--- config.mk ---
export PLATFORM = sky130hd
export DESIGN_NAME = segment_display_mode_controller_top_flat
export DESIGN_NICKNAME = d
export VERILOG_FILES = /design/src/design/sdmc_pkg.sv /design/src/design/sdmc_req_if.sv /design/src/design/sdmc_rsp_if.sv /design/src/design/segment_display_mode_controller_top.sv /design/src/design/sdmc_front.sv /design/src/design/sdmc_queue.sv /design/src/design/sdmc_back.sv /design/src/flat_wrapper.sv
export SDC_FILE = /design/constraint.sdc
export NUM_CORES = 1
export LEC_CHECK = 0
export CORE_MARGIN = 2
export CORE_UTILIZATION = 30
export DETAILED_ROUTE_END_ITERATION = 16
export DONT_BUFFER_PORTS = 1
export PLACE_DENSITY_LB_ADDON = 0.3
export SLEW_MARGIN = 20
export SYNTH_ARGS = -nofsm -noshare
export SYNTH_HDL_FRONTEND = slang
export SYNTH_SLANG_ARGS = --single-unit
--- constraint.sdc ---
create_clock -name clock -period 11.7 [get_ports clock]
set_input_delay 0.585 -clock clock [delete_from_list [all_inputs] [get_ports clock]]
set_output_delay 0.585 -clock clock [all_outputs]
set_load 0.02 [all_outputs]
--- src/design/sdmc_pkg.sv ---
// ----------------------------------------------------------------------------
// sdmc_pkg: shared types and tables of the segment display mode controller
// Character codes, operation codes, mode encoding, the draw command that
// travels from front to back, and the glyph, word and fraction tables.
// ----------------------------------------------------------------------------
package sdmc_pkg;

   // Character code of one display digit
   typedef logic [5:0] char_type;

   // Operation codes of the request channel
   localparam logic [2:0] OP_TICK    = 3'd0;
   localparam logic [2:0] OP_SPEED   = 3'd1;
   localparam logic [2:0] OP_FLASH   = 3'd2;
   localparam logic [2:0] OP_TEMP    = 3'd3;
   localparam logic [2:0] OP_VERSION = 3'd4;

   // Named character codes
   localparam char_type CH_A     = 6'd10;
   localparam char_type CH_C     = 6'd12;
   localparam char_type CH_E     = 6'd14;
   localparam char_type CH_F     = 6'd15;
   localparam char_type CH_I     = 6'd16;
   localparam char_type CH_L     = 6'd17;
   localparam char_type CH_N     = 6'd18;
   localparam char_type CH_O     = 6'd19;
   localparam char_type CH_R     = 6'd20;
   localparam char_type CH_S     = 6'd21;
   localparam char_type CH_T     = 6'd22;
   localparam char_type CH_U     = 6'd23;
   localparam char_type CH_DEG   = 6'd24;
   localparam char_type CH_BLANK = 6'd25;
   localparam char_type CH_MINUS = 6'd26;

   // Step counter milestones
   localparam logic [6:0] STEP_TEMP_REQ   = 7'd110;
   localparam logic [6:0] STEP_TEMP_RSP   = 7'd120;
   localparam logic [7:0] STEP_FLASH_END  = 8'd10;
   localparam logic [7:0] STEP_VERSION_END = 8'd8;

   // Display mode state, one-hot
   typedef enum logic [2:0] {
      DISP_FLASH   = 3'b001,
      DISP_NORMAL  = 3'b010,
      DISP_VERSION = 3'b100
   } mode_type;

   // Draw command handed from front to back
   typedef struct packed {
      logic               frame_valid;
      char_type [5:0]     chars;
      logic     [5:0]     flags;
      logic               temp_req;
      logic               temp_rsp;
   } cmd_type;

   // Queue status seen by front and back
   typedef struct packed {
      logic full;
      logic empty;
   } q_status_type;

   // Segment pattern of a character code; codes past the table draw blank
   function automatic logic [7:0] glyph_of(input char_type c);
      logic [7:0] g;
      case (c)
         6'd0:    g = 8'hEB;
         6'd1:    g = 8'h60;
         6'd2:    g = 8'hC7;
         6'd3:    g = 8'hE5;
         6'd4:    g = 8'h6C;
         6'd5:    g = 8'hAD;
         6'd6:    g = 8'hAF;
         6'd7:    g = 8'hE0;
         6'd8:    g = 8'hEF;
         6'd9:    g = 8'hED;
         6'd10:   g = 8'hEE;
         6'd11:   g = 8'h2F;
         6'd12:   g = 8'h8B;
         6'd13:   g = 8'h67;
         6'd14:   g = 8'h8F;
         6'd15:   g = 8'h8E;
         6'd16:   g = 8'h60;
         6'd17:   g = 8'h0B;
         6'd18:   g = 8'hEA;
         6'd19:   g = 8'hEB;
         6'd20:   g = 8'h8A;
         6'd21:   g = 8'hAD;
         6'd22:   g = 8'h0F;
         6'd23:   g = 8'h6B;
         6'd24:   g = 8'hCC;
         6'd25:   g = 8'h00;
         6'd26:   g = 8'h04;
         6'd27:   g = 8'h80;
         6'd28:   g = 8'h40;
         6'd29:   g = 8'h20;
         6'd30:   g = 8'h01;
         6'd31:   g = 8'h02;
         6'd32:   g = 8'h08;
         6'd33:   g = 8'h04;
         default: g = 8'h00;
      endcase
      return g;
   endfunction

   // Flash words, leftmost character in element 0
   function automatic char_type [5:0] word_chars(input logic [1:0] idx);
      char_type [5:0] w;
      case (idx)
         2'd0:    w = {CH_E, CH_S, CH_R, CH_A, CH_O, CH_C};
         2'd1:    w = {CH_BLANK, CH_T, CH_L, CH_U, CH_A, CH_F};
         2'd2:    w = {CH_BLANK, CH_E, CH_N, CH_I, CH_F, CH_BLANK};
         default: w = {CH_R, CH_O, CH_S, CH_N, CH_E, CH_S};
      endcase
      return w;
   endfunction

   // Two decimal digits of frac * 100 / 16, tenths in the high nibble
   function automatic logic [7:0] frac_digits(input logic [3:0] frac);
      logic [7:0] d;
      case (frac)
         4'd0:    d = 8'h00;
         4'd1:    d = 8'h06;
         4'd2:    d = 8'h12;
         4'd3:    d = 8'h18;
         4'd4:    d = 8'h25;
         4'd5:    d = 8'h31;
         4'd6:    d = 8'h37;
         4'd7:    d = 8'h43;
         4'd8:    d = 8'h50;
         4'd9:    d = 8'h56;
         4'd10:   d = 8'h62;
         4'd11:   d = 8'h68;
         4'd12:   d = 8'h75;
         4'd13:   d = 8'h81;
         4'd14:   d = 8'h87;
         default: d = 8'h93;
      endcase
      return d;
   endfunction

endpackage

--- src/design/sdmc_req_if.sv ---
// ----------------------------------------------------------------------------
// sdmc_req_if: request channel of the segment display mode controller
// Valid/ready channel carrying one operation beat and its operands.
// ----------------------------------------------------------------------------
interface sdmc_req_if;
   logic               valid;
   logic               ready;
   logic        [2:0]  operation;
   logic signed [8:0]  speed_value;
   logic        [1:0]  message_index;
   logic signed [11:0] temperature;
   logic        [5:0]  rotate_char;
   logic        [5:0]  anim_flags;

   modport source (
      output valid, operation, speed_value, message_index, temperature,
             rotate_char, anim_flags,
      input  ready
   );

   modport sink (
      input  valid, operation, speed_value, message_index, temperature,
             rotate_char, anim_flags,
      output ready
   );
endinterface

--- src/design/sdmc_rsp_if.sv ---
// ----------------------------------------------------------------------------
// sdmc_rsp_if: response channel of the segment display mode controller
// Valid/ready channel carrying one frame beat: bitmap and sensor pulses.
// ----------------------------------------------------------------------------
interface sdmc_rsp_if;
   logic       valid;
   logic       ready;
   logic       frame_valid;
   logic [7:0] seg_byte0;
   logic [7:0] seg_byte1;
   logic [7:0] seg_byte2;
   logic [7:0] seg_byte3;
   logic [7:0] seg_byte4;
   logic [7:0] seg_byte5;
   logic [7:0] seg_byte6;
   logic       temp_request_pulse;
   logic       temp_response_pulse;

   modport source (
      output valid, frame_valid, seg_byte0, seg_byte1, seg_byte2, seg_byte3,
             seg_byte4, seg_byte5, seg_byte6, temp_request_pulse,
             temp_response_pulse,
      input  ready
   );

   modport sink (
      input  valid, frame_valid, seg_byte0, seg_byte1, seg_byte2, seg_byte3,
             seg_byte4, seg_byte5, seg_byte6, temp_request_pulse,
             temp_response_pulse,
      output ready
   );
endinterface

--- src/design/segment_display_mode_controller_top.sv ---
// ----------------------------------------------------------------------------
// segment_display_mode_controller_top: six-digit segment display controller
//
// Channels: req_bus (sink) takes one beat per event: tick, speed update,
// flash message, temperature or show version. rsp_bus (source) returns
// exactly one beat per request: frame_valid, seven bitmap bytes and the
// temperature request/response pulses. csr_wr_en/csr_wr_data load the
// 24-bit version register; write it only while the block is idle.
// Path: an accepted request is written into the command queue as a draw
// command, then rendered from the queue head into the response register.
// Throughput: one beat per cycle while the receiver keeps ready high;
// decode, digit conversion and rendering are combinational. The command
// queue (QUEUE_DEPTH entries) between decode and render absorbs the beat
// in flight when the receiver stalls; after that the requester waits too.
// Reset (synchronous): version mode, step zero, buffers cleared, version
// register zero, queue and response register empty.
// Receiver stall: the response register holds its beat, the queue fills,
// and req_bus.ready drops once QUEUE_DEPTH commands wait.
// ----------------------------------------------------------------------------
module segment_display_mode_controller_top
   import sdmc_pkg::*;
#(
   parameter int QUEUE_DEPTH = 2
)(
   input  logic        clock,
   input  logic        reset,
   sdmc_req_if.sink    req_bus,
   sdmc_rsp_if.source  rsp_bus,
   input  logic        csr_wr_en,
   input  logic [23:0] csr_wr_data
);

   logic          push;
   logic          pop;
   cmd_type       push_cmd;
   cmd_type       head_cmd;
   q_status_type  q_status;

   sdmc_front u_front (
      .clock       (clock),
      .reset       (reset),
      .req_bus     (req_bus),
      .csr_wr_en   (csr_wr_en),
      .csr_wr_data (csr_wr_data),
      .q_status    (q_status),
      .push        (push),
      .push_cmd    (push_cmd)
   );

   sdmc_queue #(
      .DEPTH (QUEUE_DEPTH)
   ) u_queue (
      .clock    (clock),
      .reset    (reset),
      .push     (push),
      .push_cmd (push_cmd),
      .pop      (pop),
      .head_cmd (head_cmd),
      .q_status (q_status)
   );

   sdmc_back u_back (
      .clock    (clock),
      .reset    (reset),
      .head_cmd (head_cmd),
      .q_status (q_status),
      .pop      (pop),
      .rsp_bus  (rsp_bus)
   );

`ifndef SYNTHESIS
   // An accepted beat leaves a command queued on the next cycle
   assert property (@(posedge clock) disable iff (reset)
      (req_bus.valid && req_bus.ready) |=> !q_status.empty)
      else $error("accepted beat not queued");

   // Sensor pulses only ride on drawn frames
   assert property (@(posedge clock) disable iff (reset)
      (rsp_bus.valid && (rsp_bus.temp_request_pulse || rsp_bus.temp_response_pulse))
      |-> rsp_bus.frame_valid)
      else $error("pulse without frame");

   // Request and response pulses never coincide
   assert property (@(posedge clock) disable iff (reset)
      rsp_bus.valid |-> !(rsp_bus.temp_request_pulse && rsp_bus.temp_response_pulse))
      else $error("both pulses set");

   // An undrawn beat carries an empty bitmap
   assert property (@(posedge clock) disable iff (reset)
      (rsp_bus.valid && !rsp_bus.frame_valid) |->
      (rsp_bus.seg_byte0 == 8'h00 && rsp_bus.seg_byte2 == 8'h00 &&
       rsp_bus.seg_byte4 == 8'h00 && rsp_bus.seg_byte6 == 8'h00))
      else $error("bitmap set without frame");
`endif

endmodule

--- src/design/sdmc_front.sv ---
// ----------------------------------------------------------------------------
// sdmc_front: request decode and display state
// Accepts request beats, updates mode, step counter and character buffers,
// converts speed and temperature to digits and pushes one draw command.
// ----------------------------------------------------------------------------
module sdmc_front
   import sdmc_pkg::*;
(
   input  logic             clock,
   input  logic             reset,
   sdmc_req_if.sink         req_bus,
   input  logic             csr_wr_en,
   input  logic [23:0]      csr_wr_data,
   input  q_status_type     q_status,
   output logic             push,
   output cmd_type          push_cmd
);

   // Split a value below 100 into tens and ones; tens by reciprocal multiply
   function automatic logic [7:0] split_tens(input logic [6:0] v);
      logic [14:0] prod;
      logic [3:0]  tens;
      logic [6:0]  tens_x10;
      logic [6:0]  ones;
      prod     = 15'(v) * 15'd205;
      tens     = prod[14:11];
      tens_x10 = 7'({tens, 3'b000}) + 7'({tens, 1'b0});
      ones     = v - tens_x10;
      return {tens, ones[3:0]};
   endfunction

   mode_type       mode_ff, mode_in;
   logic [7:0]     step_ff, step_in;
   char_type [5:0] normal_chars_ff, normal_chars_in;
   char_type [5:0] flash_chars_ff, flash_chars_in;
   logic           flash_colon_ff, flash_colon_in;
   logic [23:0]    version_ff;

   logic           accept;
   logic [7:0]     step_inc;

   logic [8:0]     spd;
   logic [8:0]     spd_mag;
   logic [7:0]     spd_sat;
   logic [3:0]     spd_hund;
   logic [6:0]     spd_rem;
   logic [7:0]     spd_to;
   char_type       spd_sign;
   char_type [5:0] speed_chars;

   logic [11:0]    tmp;
   logic [11:0]    tmp_mag;
   logic [7:0]     tmp_whole;
   logic [6:0]     tmp_rem;
   logic [7:0]     tmp_to;
   logic [7:0]     tmp_frac;
   char_type [5:0] temp_chars;

   char_type [5:0] version_chars;

   assign req_bus.ready = !q_status.full;
   assign accept        = req_bus.valid && !q_status.full;
   assign step_inc      = step_ff + 8'd1;

   // Speed: magnitude with saturation, then sign-padded decimal
   always_comb begin
      spd      = req_bus.speed_value;
      spd_mag  = spd[8] ? (~spd + 9'd1) : spd;
      spd_sat  = spd_mag[8] ? 8'hFF : spd_mag[7:0];
      spd_sign = spd[8] ? CH_MINUS : CH_BLANK;
      if (spd_sat >= 8'd200) begin
         spd_hund = 4'd2;
         spd_rem  = 7'(spd_sat - 8'd200);
      end else if (spd_sat >= 8'd100) begin
         spd_hund = 4'd1;
         spd_rem  = 7'(spd_sat - 8'd100);
      end else begin
         spd_hund = 4'd0;
         spd_rem  = spd_sat[6:0];
      end
      spd_to = split_tens(spd_rem);

      speed_chars[0] = req_bus.rotate_char;
      speed_chars[4] = char_type'(spd_to[3:0]);
      speed_chars[5] = CH_BLANK;
      if (spd_hund != 4'd0) begin
         speed_chars[1] = spd_sign;
         speed_chars[2] = char_type'(spd_hund);
         speed_chars[3] = char_type'(spd_to[7:4]);
      end else if (spd_to[7:4] != 4'd0) begin
         speed_chars[1] = CH_BLANK;
         speed_chars[2] = spd_sign;
         speed_chars[3] = char_type'(spd_to[7:4]);
      end else if (spd_to[3:0] != 4'd0) begin
         speed_chars[1] = CH_BLANK;
         speed_chars[2] = CH_BLANK;
         speed_chars[3] = spd_sign;
      end else begin
         speed_chars[1] = CH_BLANK;
         speed_chars[2] = CH_BLANK;
         speed_chars[3] = CH_BLANK;
      end
   end

   // Temperature: drop hundreds, two integer and two fraction digits
   always_comb begin
      tmp       = req_bus.temperature;
      tmp_mag   = tmp[11] ? (~tmp + 12'd1) : tmp;
      tmp_whole = tmp_mag[11:4];
      tmp_rem   = (tmp_whole >= 8'd100) ? 7'(tmp_whole - 8'd100) : tmp_whole[6:0];
      tmp_to    = split_tens(tmp_rem);
      tmp_frac  = frac_digits(tmp_mag[3:0]);

      if (tmp_to[7:4] == 4'd0) begin
         temp_chars[0] = tmp[11] ? CH_MINUS : CH_BLANK;
      end else begin
         temp_chars[0] = char_type'(tmp_to[7:4]);
      end
      temp_chars[1] = char_type'(tmp_to[3:0]);
      temp_chars[2] = char_type'(tmp_frac[7:4]);
      temp_chars[3] = char_type'(tmp_frac[3:0]);
      temp_chars[4] = CH_DEG;
      temp_chars[5] = CH_C;
   end

   // Version digits, most significant nibble leftmost
   always_comb begin
      for (int i = 0; i < 6; i++) begin
         version_chars[i] = char_type'(version_ff[23 - 4 * i -: 4]);
      end
   end

   // Decode the operation: next state and draw command
   always_comb begin
      mode_in         = mode_ff;
      step_in         = step_ff;
      normal_chars_in = normal_chars_ff;
      flash_chars_in  = flash_chars_ff;
      flash_colon_in  = flash_colon_ff;
      push_cmd        = '0;
      case (req_bus.operation)
         OP_TICK: begin
            step_in = step_inc;
            case (mode_ff)
               DISP_NORMAL: begin
                  normal_chars_in[0]   = req_bus.rotate_char;
                  push_cmd.frame_valid = 1'b1;
                  push_cmd.chars       = normal_chars_in;
                  push_cmd.flags       = req_bus.anim_flags;
                  push_cmd.temp_req    = (step_inc[6:0] == STEP_TEMP_REQ);
                  push_cmd.temp_rsp    = (step_inc[6:0] == STEP_TEMP_RSP);
               end
               DISP_FLASH: begin
                  if (step_inc < STEP_FLASH_END) begin
                     push_cmd.frame_valid = 1'b1;
                     push_cmd.chars       = flash_chars_ff;
                     push_cmd.flags       = req_bus.anim_flags | {5'd0, flash_colon_ff};
                  end else begin
                     mode_in              = DISP_NORMAL;
                     step_in              = 8'd0;
                     normal_chars_in[0]   = req_bus.rotate_char;
                     push_cmd.frame_valid = 1'b1;
                     push_cmd.chars       = normal_chars_in;
                     push_cmd.flags       = req_bus.anim_flags;
                  end
               end
               DISP_VERSION: begin
                  if (step_inc == STEP_VERSION_END) begin
                     mode_in              = DISP_NORMAL;
                     step_in              = 8'd0;
                     normal_chars_in      = speed_chars;
                     push_cmd.frame_valid = 1'b1;
                     push_cmd.chars       = speed_chars;
                     push_cmd.flags       = req_bus.anim_flags;
                  end
               end
               default: begin
               end
            endcase
         end
         OP_SPEED: begin
            mode_in              = DISP_NORMAL;
            step_in              = 8'd0;
            normal_chars_in      = speed_chars;
            push_cmd.frame_valid = 1'b1;
            push_cmd.chars       = speed_chars;
            push_cmd.flags       = req_bus.anim_flags;
         end
         OP_FLASH: begin
            mode_in              = DISP_FLASH;
            step_in              = 8'd0;
            flash_colon_in       = 1'b0;
            flash_chars_in       = word_chars(req_bus.message_index);
            push_cmd.frame_valid = 1'b1;
            push_cmd.chars       = flash_chars_in;
            push_cmd.flags       = req_bus.anim_flags;
         end
         OP_TEMP: begin
            mode_in              = DISP_FLASH;
            step_in              = 8'd0;
            flash_colon_in       = 1'b1;
            flash_chars_in       = temp_chars;
            push_cmd.frame_valid = 1'b1;
            push_cmd.chars       = temp_chars;
            push_cmd.flags       = req_bus.anim_flags | 6'd1;
         end
         OP_VERSION: begin
            mode_in              = DISP_VERSION;
            step_in              = 8'd0;
            normal_chars_in      = version_chars;
            push_cmd.frame_valid = 1'b1;
            push_cmd.chars       = version_chars;
            push_cmd.flags       = 6'd0;
         end
         default: begin
         end
      endcase
   end

   assign push = accept;

   // Commit state on each accepted beat
   always_ff @(posedge clock) begin
      if (reset) begin
         mode_ff         <= DISP_VERSION;
         step_ff         <= 8'd0;
         normal_chars_ff <= '0;
         flash_chars_ff  <= '0;
         flash_colon_ff  <= 1'b0;
      end else if (accept) begin
         mode_ff         <= mode_in;
         step_ff         <= step_in;
         normal_chars_ff <= normal_chars_in;
         flash_chars_ff  <= flash_chars_in;
         flash_colon_ff  <= flash_colon_in;
      end
   end

   // Hold the version register
   always_ff @(posedge clock) begin
      if (reset) begin
         version_ff <= 24'd0;
      end else if (csr_wr_en) begin
         version_ff <= csr_wr_data;
      end
   end

endmodule

--- src/design/sdmc_queue.sv ---
// ----------------------------------------------------------------------------
// sdmc_queue: draw command queue
// Small circular buffer that decouples request decode from frame rendering.
// ----------------------------------------------------------------------------
module sdmc_queue
   import sdmc_pkg::*;
#(
   parameter int DEPTH = 2
)(
   input  logic          clock,
   input  logic          reset,
   input  logic          push,
   input  cmd_type       push_cmd,
   input  logic          pop,
   output cmd_type       head_cmd,
   output q_status_type  q_status
);

   localparam int IDX_W = (DEPTH > 1) ? $clog2(DEPTH) : 1;
   localparam int CNT_W = $clog2(DEPTH + 1);

   cmd_type            mem_ff [DEPTH];
   logic [IDX_W-1:0]   wr_ptr_ff, wr_ptr_in;
   logic [IDX_W-1:0]   rd_ptr_ff, rd_ptr_in;
   logic [CNT_W-1:0]   count_ff, count_in;

   assign q_status.full  = (count_ff == CNT_W'(DEPTH));
   assign q_status.empty = (count_ff == '0);
   assign head_cmd       = mem_ff[rd_ptr_ff];

   // Advance pointers with wrap, track fill
   always_comb begin
      wr_ptr_in = wr_ptr_ff;
      rd_ptr_in = rd_ptr_ff;
      count_in  = count_ff;
      if (push) begin
         wr_ptr_in = (wr_ptr_ff == IDX_W'(DEPTH - 1)) ? '0 : wr_ptr_ff + 1'b1;
      end
      if (pop) begin
         rd_ptr_in = (rd_ptr_ff == IDX_W'(DEPTH - 1)) ? '0 : rd_ptr_ff + 1'b1;
      end
      if (push && !pop) begin
         count_in = count_ff + 1'b1;
      end else if (pop && !push) begin
         count_in = count_ff - 1'b1;
      end
   end

   always_ff @(posedge clock) begin
      if (reset) begin
         wr_ptr_ff <= '0;
         rd_ptr_ff <= '0;
         count_ff  <= '0;
      end else begin
         wr_ptr_ff <= wr_ptr_in;
         rd_ptr_ff <= rd_ptr_in;
         count_ff  <= count_in;
      end
   end

   // Store the pushed command
   always_ff @(posedge clock) begin
      if (push) begin
         mem_ff[wr_ptr_ff] <= push_cmd;
      end
   end

endmodule

--- src/design/sdmc_back.sv ---
// ----------------------------------------------------------------------------
// sdmc_back: frame renderer and response register
// Looks up segment patterns, splits them over the bitmap bytes, ORs in the
// flag bits and holds the finished beat until the receiver takes it.
// ----------------------------------------------------------------------------
module sdmc_back
   import sdmc_pkg::*;
(
   input  logic          clock,
   input  logic          reset,
   input  cmd_type       head_cmd,
   input  q_status_type  q_status,
   output logic          pop,
   sdmc_rsp_if.source    rsp_bus
);

   logic [7:0] glyph [6];
   logic [7:0] bm    [7];

   logic       rsp_valid_ff;
   logic       frame_valid_ff;
   logic [7:0] bm_ff [7];
   logic       temp_req_ff;
   logic       temp_rsp_ff;

   // Take the head when the output register is free or being drained
   assign pop = !q_status.empty && (!rsp_valid_ff || rsp_bus.ready);

   // Render the bitmap; no frame means all zero
   always_comb begin
      for (int i = 0; i < 6; i++) begin
         glyph[i] = glyph_of(head_cmd.chars[i]);
      end
      bm[0] = {4'h0, glyph[0][3:0]};
      for (int i = 1; i < 6; i++) begin
         bm[i] = {glyph[i-1][7:4], glyph[i][3:0]};
      end
      bm[6] = {glyph[5][7:4], 4'h0};
      bm[2][4] = bm[2][4] | head_cmd.flags[0];
      bm[4][4] = bm[4][4] | head_cmd.flags[1];
      bm[0][7] = bm[0][7] | head_cmd.flags[2];
      bm[0][6] = bm[0][6] | head_cmd.flags[3];
      bm[0][5] = bm[0][5] | head_cmd.flags[4];
      bm[0][4] = bm[0][4] | head_cmd.flags[5];
      if (!head_cmd.frame_valid) begin
         for (int i = 0; i < 7; i++) begin
            bm[i] = 8'h00;
         end
      end
   end

   always_ff @(posedge clock) begin
      if (reset) begin
         rsp_valid_ff <= 1'b0;
      end else if (pop) begin
         rsp_valid_ff <= 1'b1;
      end else if (rsp_bus.ready) begin
         rsp_valid_ff <= 1'b0;
      end
   end

   // Load the response payload
   always_ff @(posedge clock) begin
      if (pop) begin
         frame_valid_ff <= head_cmd.frame_valid;
         bm_ff          <= bm;
         temp_req_ff    <= head_cmd.frame_valid && head_cmd.temp_req;
         temp_rsp_ff    <= head_cmd.frame_valid && head_cmd.temp_rsp;
      end
   end

   assign rsp_bus.valid               = rsp_valid_ff;
   assign rsp_bus.frame_valid         = frame_valid_ff;
   assign rsp_bus.seg_byte0           = bm_ff[0];
   assign rsp_bus.seg_byte1           = bm_ff[1];
   assign rsp_bus.seg_byte2           = bm_ff[2];
   assign rsp_bus.seg_byte3           = bm_ff[3];
   assign rsp_bus.seg_byte4           = bm_ff[4];
   assign rsp_bus.seg_byte5           = bm_ff[5];
   assign rsp_bus.seg_byte6           = bm_ff[6];
   assign rsp_bus.temp_request_pulse  = temp_req_ff;
   assign rsp_bus.temp_response_pulse = temp_rsp_ff;

endmodule
--- src/flat_wrapper.sv ---
// flat-port wrapper written by rule: the top's interface ports become plain ports
module segment_display_mode_controller_top_flat import sdmc_pkg::*;
#(
   parameter int QUEUE_DEPTH = 2
)
  (clock, reset, csr_wr_en, csr_wr_data, req_bus_valid, req_bus_operation, req_bus_speed_value, req_bus_message_index, req_bus_temperature, req_bus_rotate_char, req_bus_anim_flags, req_bus_ready, rsp_bus_valid, rsp_bus_frame_valid, rsp_bus_seg_byte0, rsp_bus_seg_byte1, rsp_bus_seg_byte2, rsp_bus_seg_byte3, rsp_bus_seg_byte4, rsp_bus_seg_byte5, rsp_bus_seg_byte6, rsp_bus_temp_request_pulse, rsp_bus_temp_response_pulse, rsp_bus_ready);
  sdmc_req_if req_bus_i ();
  sdmc_rsp_if rsp_bus_i ();
  input  logic clock;
  input  logic reset;
  input  logic csr_wr_en;
  input  logic [23:0] csr_wr_data;
  input wire logic [$bits(req_bus_i.valid)-1:0] req_bus_valid;
  input wire logic [$bits(req_bus_i.operation)-1:0] req_bus_operation;
  input wire logic [$bits(req_bus_i.speed_value)-1:0] req_bus_speed_value;
  input wire logic [$bits(req_bus_i.message_index)-1:0] req_bus_message_index;
  input wire logic [$bits(req_bus_i.temperature)-1:0] req_bus_temperature;
  input wire logic [$bits(req_bus_i.rotate_char)-1:0] req_bus_rotate_char;
  input wire logic [$bits(req_bus_i.anim_flags)-1:0] req_bus_anim_flags;
  output wire logic [$bits(req_bus_i.ready)-1:0] req_bus_ready;
  output wire logic [$bits(rsp_bus_i.valid)-1:0] rsp_bus_valid;
  output wire logic [$bits(rsp_bus_i.frame_valid)-1:0] rsp_bus_frame_valid;
  output wire logic [$bits(rsp_bus_i.seg_byte0)-1:0] rsp_bus_seg_byte0;
  output wire logic [$bits(rsp_bus_i.seg_byte1)-1:0] rsp_bus_seg_byte1;
  output wire logic [$bits(rsp_bus_i.seg_byte2)-1:0] rsp_bus_seg_byte2;
  output wire logic [$bits(rsp_bus_i.seg_byte3)-1:0] rsp_bus_seg_byte3;
  output wire logic [$bits(rsp_bus_i.seg_byte4)-1:0] rsp_bus_seg_byte4;
  output wire logic [$bits(rsp_bus_i.seg_byte5)-1:0] rsp_bus_seg_byte5;
  output wire logic [$bits(rsp_bus_i.seg_byte6)-1:0] rsp_bus_seg_byte6;
  output wire logic [$bits(rsp_bus_i.temp_request_pulse)-1:0] rsp_bus_temp_request_pulse;
  output wire logic [$bits(rsp_bus_i.temp_response_pulse)-1:0] rsp_bus_temp_response_pulse;
  input wire logic [$bits(rsp_bus_i.ready)-1:0] rsp_bus_ready;
  assign req_bus_i.valid = req_bus_valid;
  assign req_bus_i.operation = req_bus_operation;
  assign req_bus_i.speed_value = req_bus_speed_value;
  assign req_bus_i.message_index = req_bus_message_index;
  assign req_bus_i.temperature = req_bus_temperature;
  assign req_bus_i.rotate_char = req_bus_rotate_char;
  assign req_bus_i.anim_flags = req_bus_anim_flags;
  assign req_bus_ready = req_bus_i.ready;
  assign rsp_bus_valid = rsp_bus_i.valid;
  assign rsp_bus_frame_valid = rsp_bus_i.frame_valid;
  assign rsp_bus_seg_byte0 = rsp_bus_i.seg_byte0;
  assign rsp_bus_seg_byte1 = rsp_bus_i.seg_byte1;
  assign rsp_bus_seg_byte2 = rsp_bus_i.seg_byte2;
  assign rsp_bus_seg_byte3 = rsp_bus_i.seg_byte3;
  assign rsp_bus_seg_byte4 = rsp_bus_i.seg_byte4;
  assign rsp_bus_seg_byte5 = rsp_bus_i.seg_byte5;
  assign rsp_bus_seg_byte6 = rsp_bus_i.seg_byte6;
  assign rsp_bus_temp_request_pulse = rsp_bus_i.temp_request_pulse;
  assign rsp_bus_temp_response_pulse = rsp_bus_i.temp_response_pulse;
  assign rsp_bus_i.ready = rsp_bus_ready;
  segment_display_mode_controller_top #(.QUEUE_DEPTH(QUEUE_DEPTH)) u_core (.clock(clock), .reset(reset), .req_bus(req_bus_i), .rsp_bus(rsp_bus_i), .csr_wr_en(csr_wr_en), .csr_wr_data(csr_wr_data));
endmodule
==> metrics.txt <==
routability cong.=0.874; Post-CTS Repair Setup Buffers=0; # H-tree levels=1; Avg Inst Size Synth=9.29 sq um; RSZ-0062 raised after global routing=no; drt total wl=43400 microns; final hold violations=0; drt pass-1 iters=7; CP Max Fanout=11; Overflow after GRT=0; vias in the first global route=12037; Vias/cell=5.43; crit path kind=in -> reg; wire length of the first global-routing pass=68300 microns; Async S/R FF share, synth=0%; Unique masters post-synth=92; total CTS buffers=27; IO Pins=128; die width=230 microns; worst skew pair latency=560 ps; Post-synth EDFFs=131; register area share after synthesis=37.7%; top_reg_cell synth=edfxtp_1; Total Neg Setup Slack=0 ps; commonest non-fill, non-tap cell in the layout=nor2_1; Syn-to-layout area delta=10.5%; non-filler cells, final=2320; pwr/cell area=257 nW/um^2; DR vias=12595; starting density of the core=30.5%; final worst clock skew=25.3 ps; Avg WL per Cell=18.7 microns; CP required=11960 ps; CTS resizes=0; Pwr Total=0.00435 W; share of post-route cells with drive strength above 1=7.41%; Crit-path slowest cell=or4b_4; Crit. End Element=register; hold buffers post-CTS=0; post-synthesis cell area=15300 sq um; Mapped Cells=1651; CP max stage delay=530 ps; Tcrit/Tclk final=73.4%; max-cap violations=0; Max IR drop VDD=0.178 mV; HPWL after DPL=31700 microns; Worst Path Arrival=8840 ps; clock-pin slew on the worst setup and hold paths=60 ps; final net count=1843; CTS tree=yes; synth warn=0; Antenna Nets Post-Route=0; Least-Margin Pin Slew=986 ps; worst min path class=in -> reg; # DRC=0; Tmin final=8580 ps; Rows=82; area of the die=53000 sq um; final core occ=33.7%; CTS max path bufs=3; initial antenna violation count=2; flops & latches, synth=223; most frequent cells in the layout=nor2_1 (217), ha_1 (134), edfxtp_1 (131), nand2_1 (124), a21oi_1 (112); relative slew slack=32.4%; Max Freq=0.117 GHz; largest net degree at the start of global routing=85; outcome=complete, no violations; placed instance count=2269; DRT iter0 DRCs=1045; Worst setup SP type=input port; Leakage=6.51 nW; clock sinks=223; die height=230 microns; CTS root buf=clkbuf_16; most used cell, CP=inv_1; Core ar.=50300 sq um; final slew viol count=0; # port buffers=0; Finish-stage setup viols=0; All-Layer GR Usage=16.0%
## per-layer routing
layer  track usage (%)  vias up  share of wire, %
met5                 0        -                 0
met4              4.90        0               3.0
met3              2.73       73               6.0
met2              26.2      418                46
met1              21.6     6034                45
li1                  -     6070                 -
## critical path, delay by kind of cell
family,cells,cell delay [ps]
buf+inv,6,410
fa+ha+maj,7,2280
xor+xnor,2,420
compound gates,13,2980
simple gates,10,2170
## final timing paths
check / start / endpoint / slack [ps] / depth (start not counted)
min: reset / u_core.u_front.version_ff[9] / 110 / 1
max reg2reg: register / u_core.u_back.rsp_bus.seg_byte0[3] / 8020 / 11
max: req_bus_speed_value[0] / u_core.u_queue.mem_ff[1][27] / 3120 / 38
min reg2reg: u_core.u_front.normal_chars_ff[16] / u_core.u_front.normal_chars_ff[16] / 460 / 2
## synthesized netlist by cell type, types with 9 or more instances
library cell	instances	area share, %
nor2_1	220	5.4
ha_1	134	11
edfxtp_1	131	26
nand2_1	124	3.0
a21oi_1	112	3.7
dfxtp_1	92	12
inv_1	83	2.0
mux2i_1	80	5.2
clkbuf_1	65	1.6
o21ai_0	63	2.1
nor3_1	42	1.4
a211oi_1	38	1.9
xnor2_1	30	1.7
a22oi_1	28	1.4
a221oi_1	27	1.5
nand3_1	27	0.88
o22ai_1	23	0.94
xor2_1	20	1.1
mux2_2	17	1.2
o211ai_1	17	0.83
fa_1	16	2.1
a31oi_1	15	0.61
and3_1	14	0.57
nor3b_1	14	0.69
a21o_1	13	0.64
and2_1	13	0.53
o221ai_1	13	0.74
or3_1	10	0.41
buf_1	9	0.22
nor4_1	9	0.37
## power breakdown
group          switching [W]  leakage, nW  internal (W)
logic                0.00135         4.06      0.000858
registers           0.000207         2.02       0.00110
clock network       0.000332        0.431      0.000502
total                0.00189         6.51       0.00246
## flip-flops by register name (all words and copies together) (netlist names), 2 cells and up, named ones only
name                             cells
u_core.u_front.mode_ff               3
u_core.u_back.rsp_bus.seg_byte2      8
u_core.u_back.rsp_bus.seg_byte1      7
u_core.u_back.rsp_bus.seg_byte6      3
u_core.u_front.flash_chars_ff       27
u_core.u_back.rsp_bus.seg_byte0      8
u_core.u_back.rsp_bus.seg_byte4      8
u_core.u_back.rsp_bus.seg_byte3      7
u_core.u_front.step_ff               8
u_core.u_queue.mem_ff               80
u_core.u_front.version_ff           24
u_core.u_queue.count_ff              2
u_core.u_front.normal_chars_ff      23
u_core.u_back.rsp_bus.seg_byte5      7
## cell families (layout without fill, tap and decap cells)
| family | after synthesis | count (layout) | share of synthesized area [%] |
|---|---|---|---|
| flip-flops | 223 | 223 | 37.7 |
| AO/OA/AOI/OAI | 427 | 427 | 18.8 |
| AND/OR/NAND/NOR | 529 | 529 | 16.1 |
| buffers and inverters | 170 | 159 | 4.45 |
| other | 1 | 9 | 0.0244 |
| adder cells (fa/ha/maj) | 150 | 150 | 13.0 |
| XOR/XNOR | 50 | 50 | 2.85 |
| multiplexers | 101 | 101 | 7.06 |
## area by class of cell
class,count,area (sq um)
inverter,86,329
tap,672,841
sequential,223,5780
fill,5186,33300
multi-input combinational,1265,8940
clock buffer,40,774
antenna,1,2.50
timing repair buffer,23,173
clock inverter,10,115
## per-stage QoR
| stage | setup WS [ps] | area [sq um] | hold WS (ps) |
|---|---|---|---|
| after floorplan | 3850 | 15400 | 432 |
| after global placement | 2890 | 16100 | 440 |
| after detailed placement | 2700 | 16100 | 442 |
| after CTS | 3220 | 16900 | 86.6 |
| after global routing | 2450 | 17000 | 99.9 |
| final | 3120 | 17000 | 114 |
Note: power is estimated with default switching activity, not from simulation.
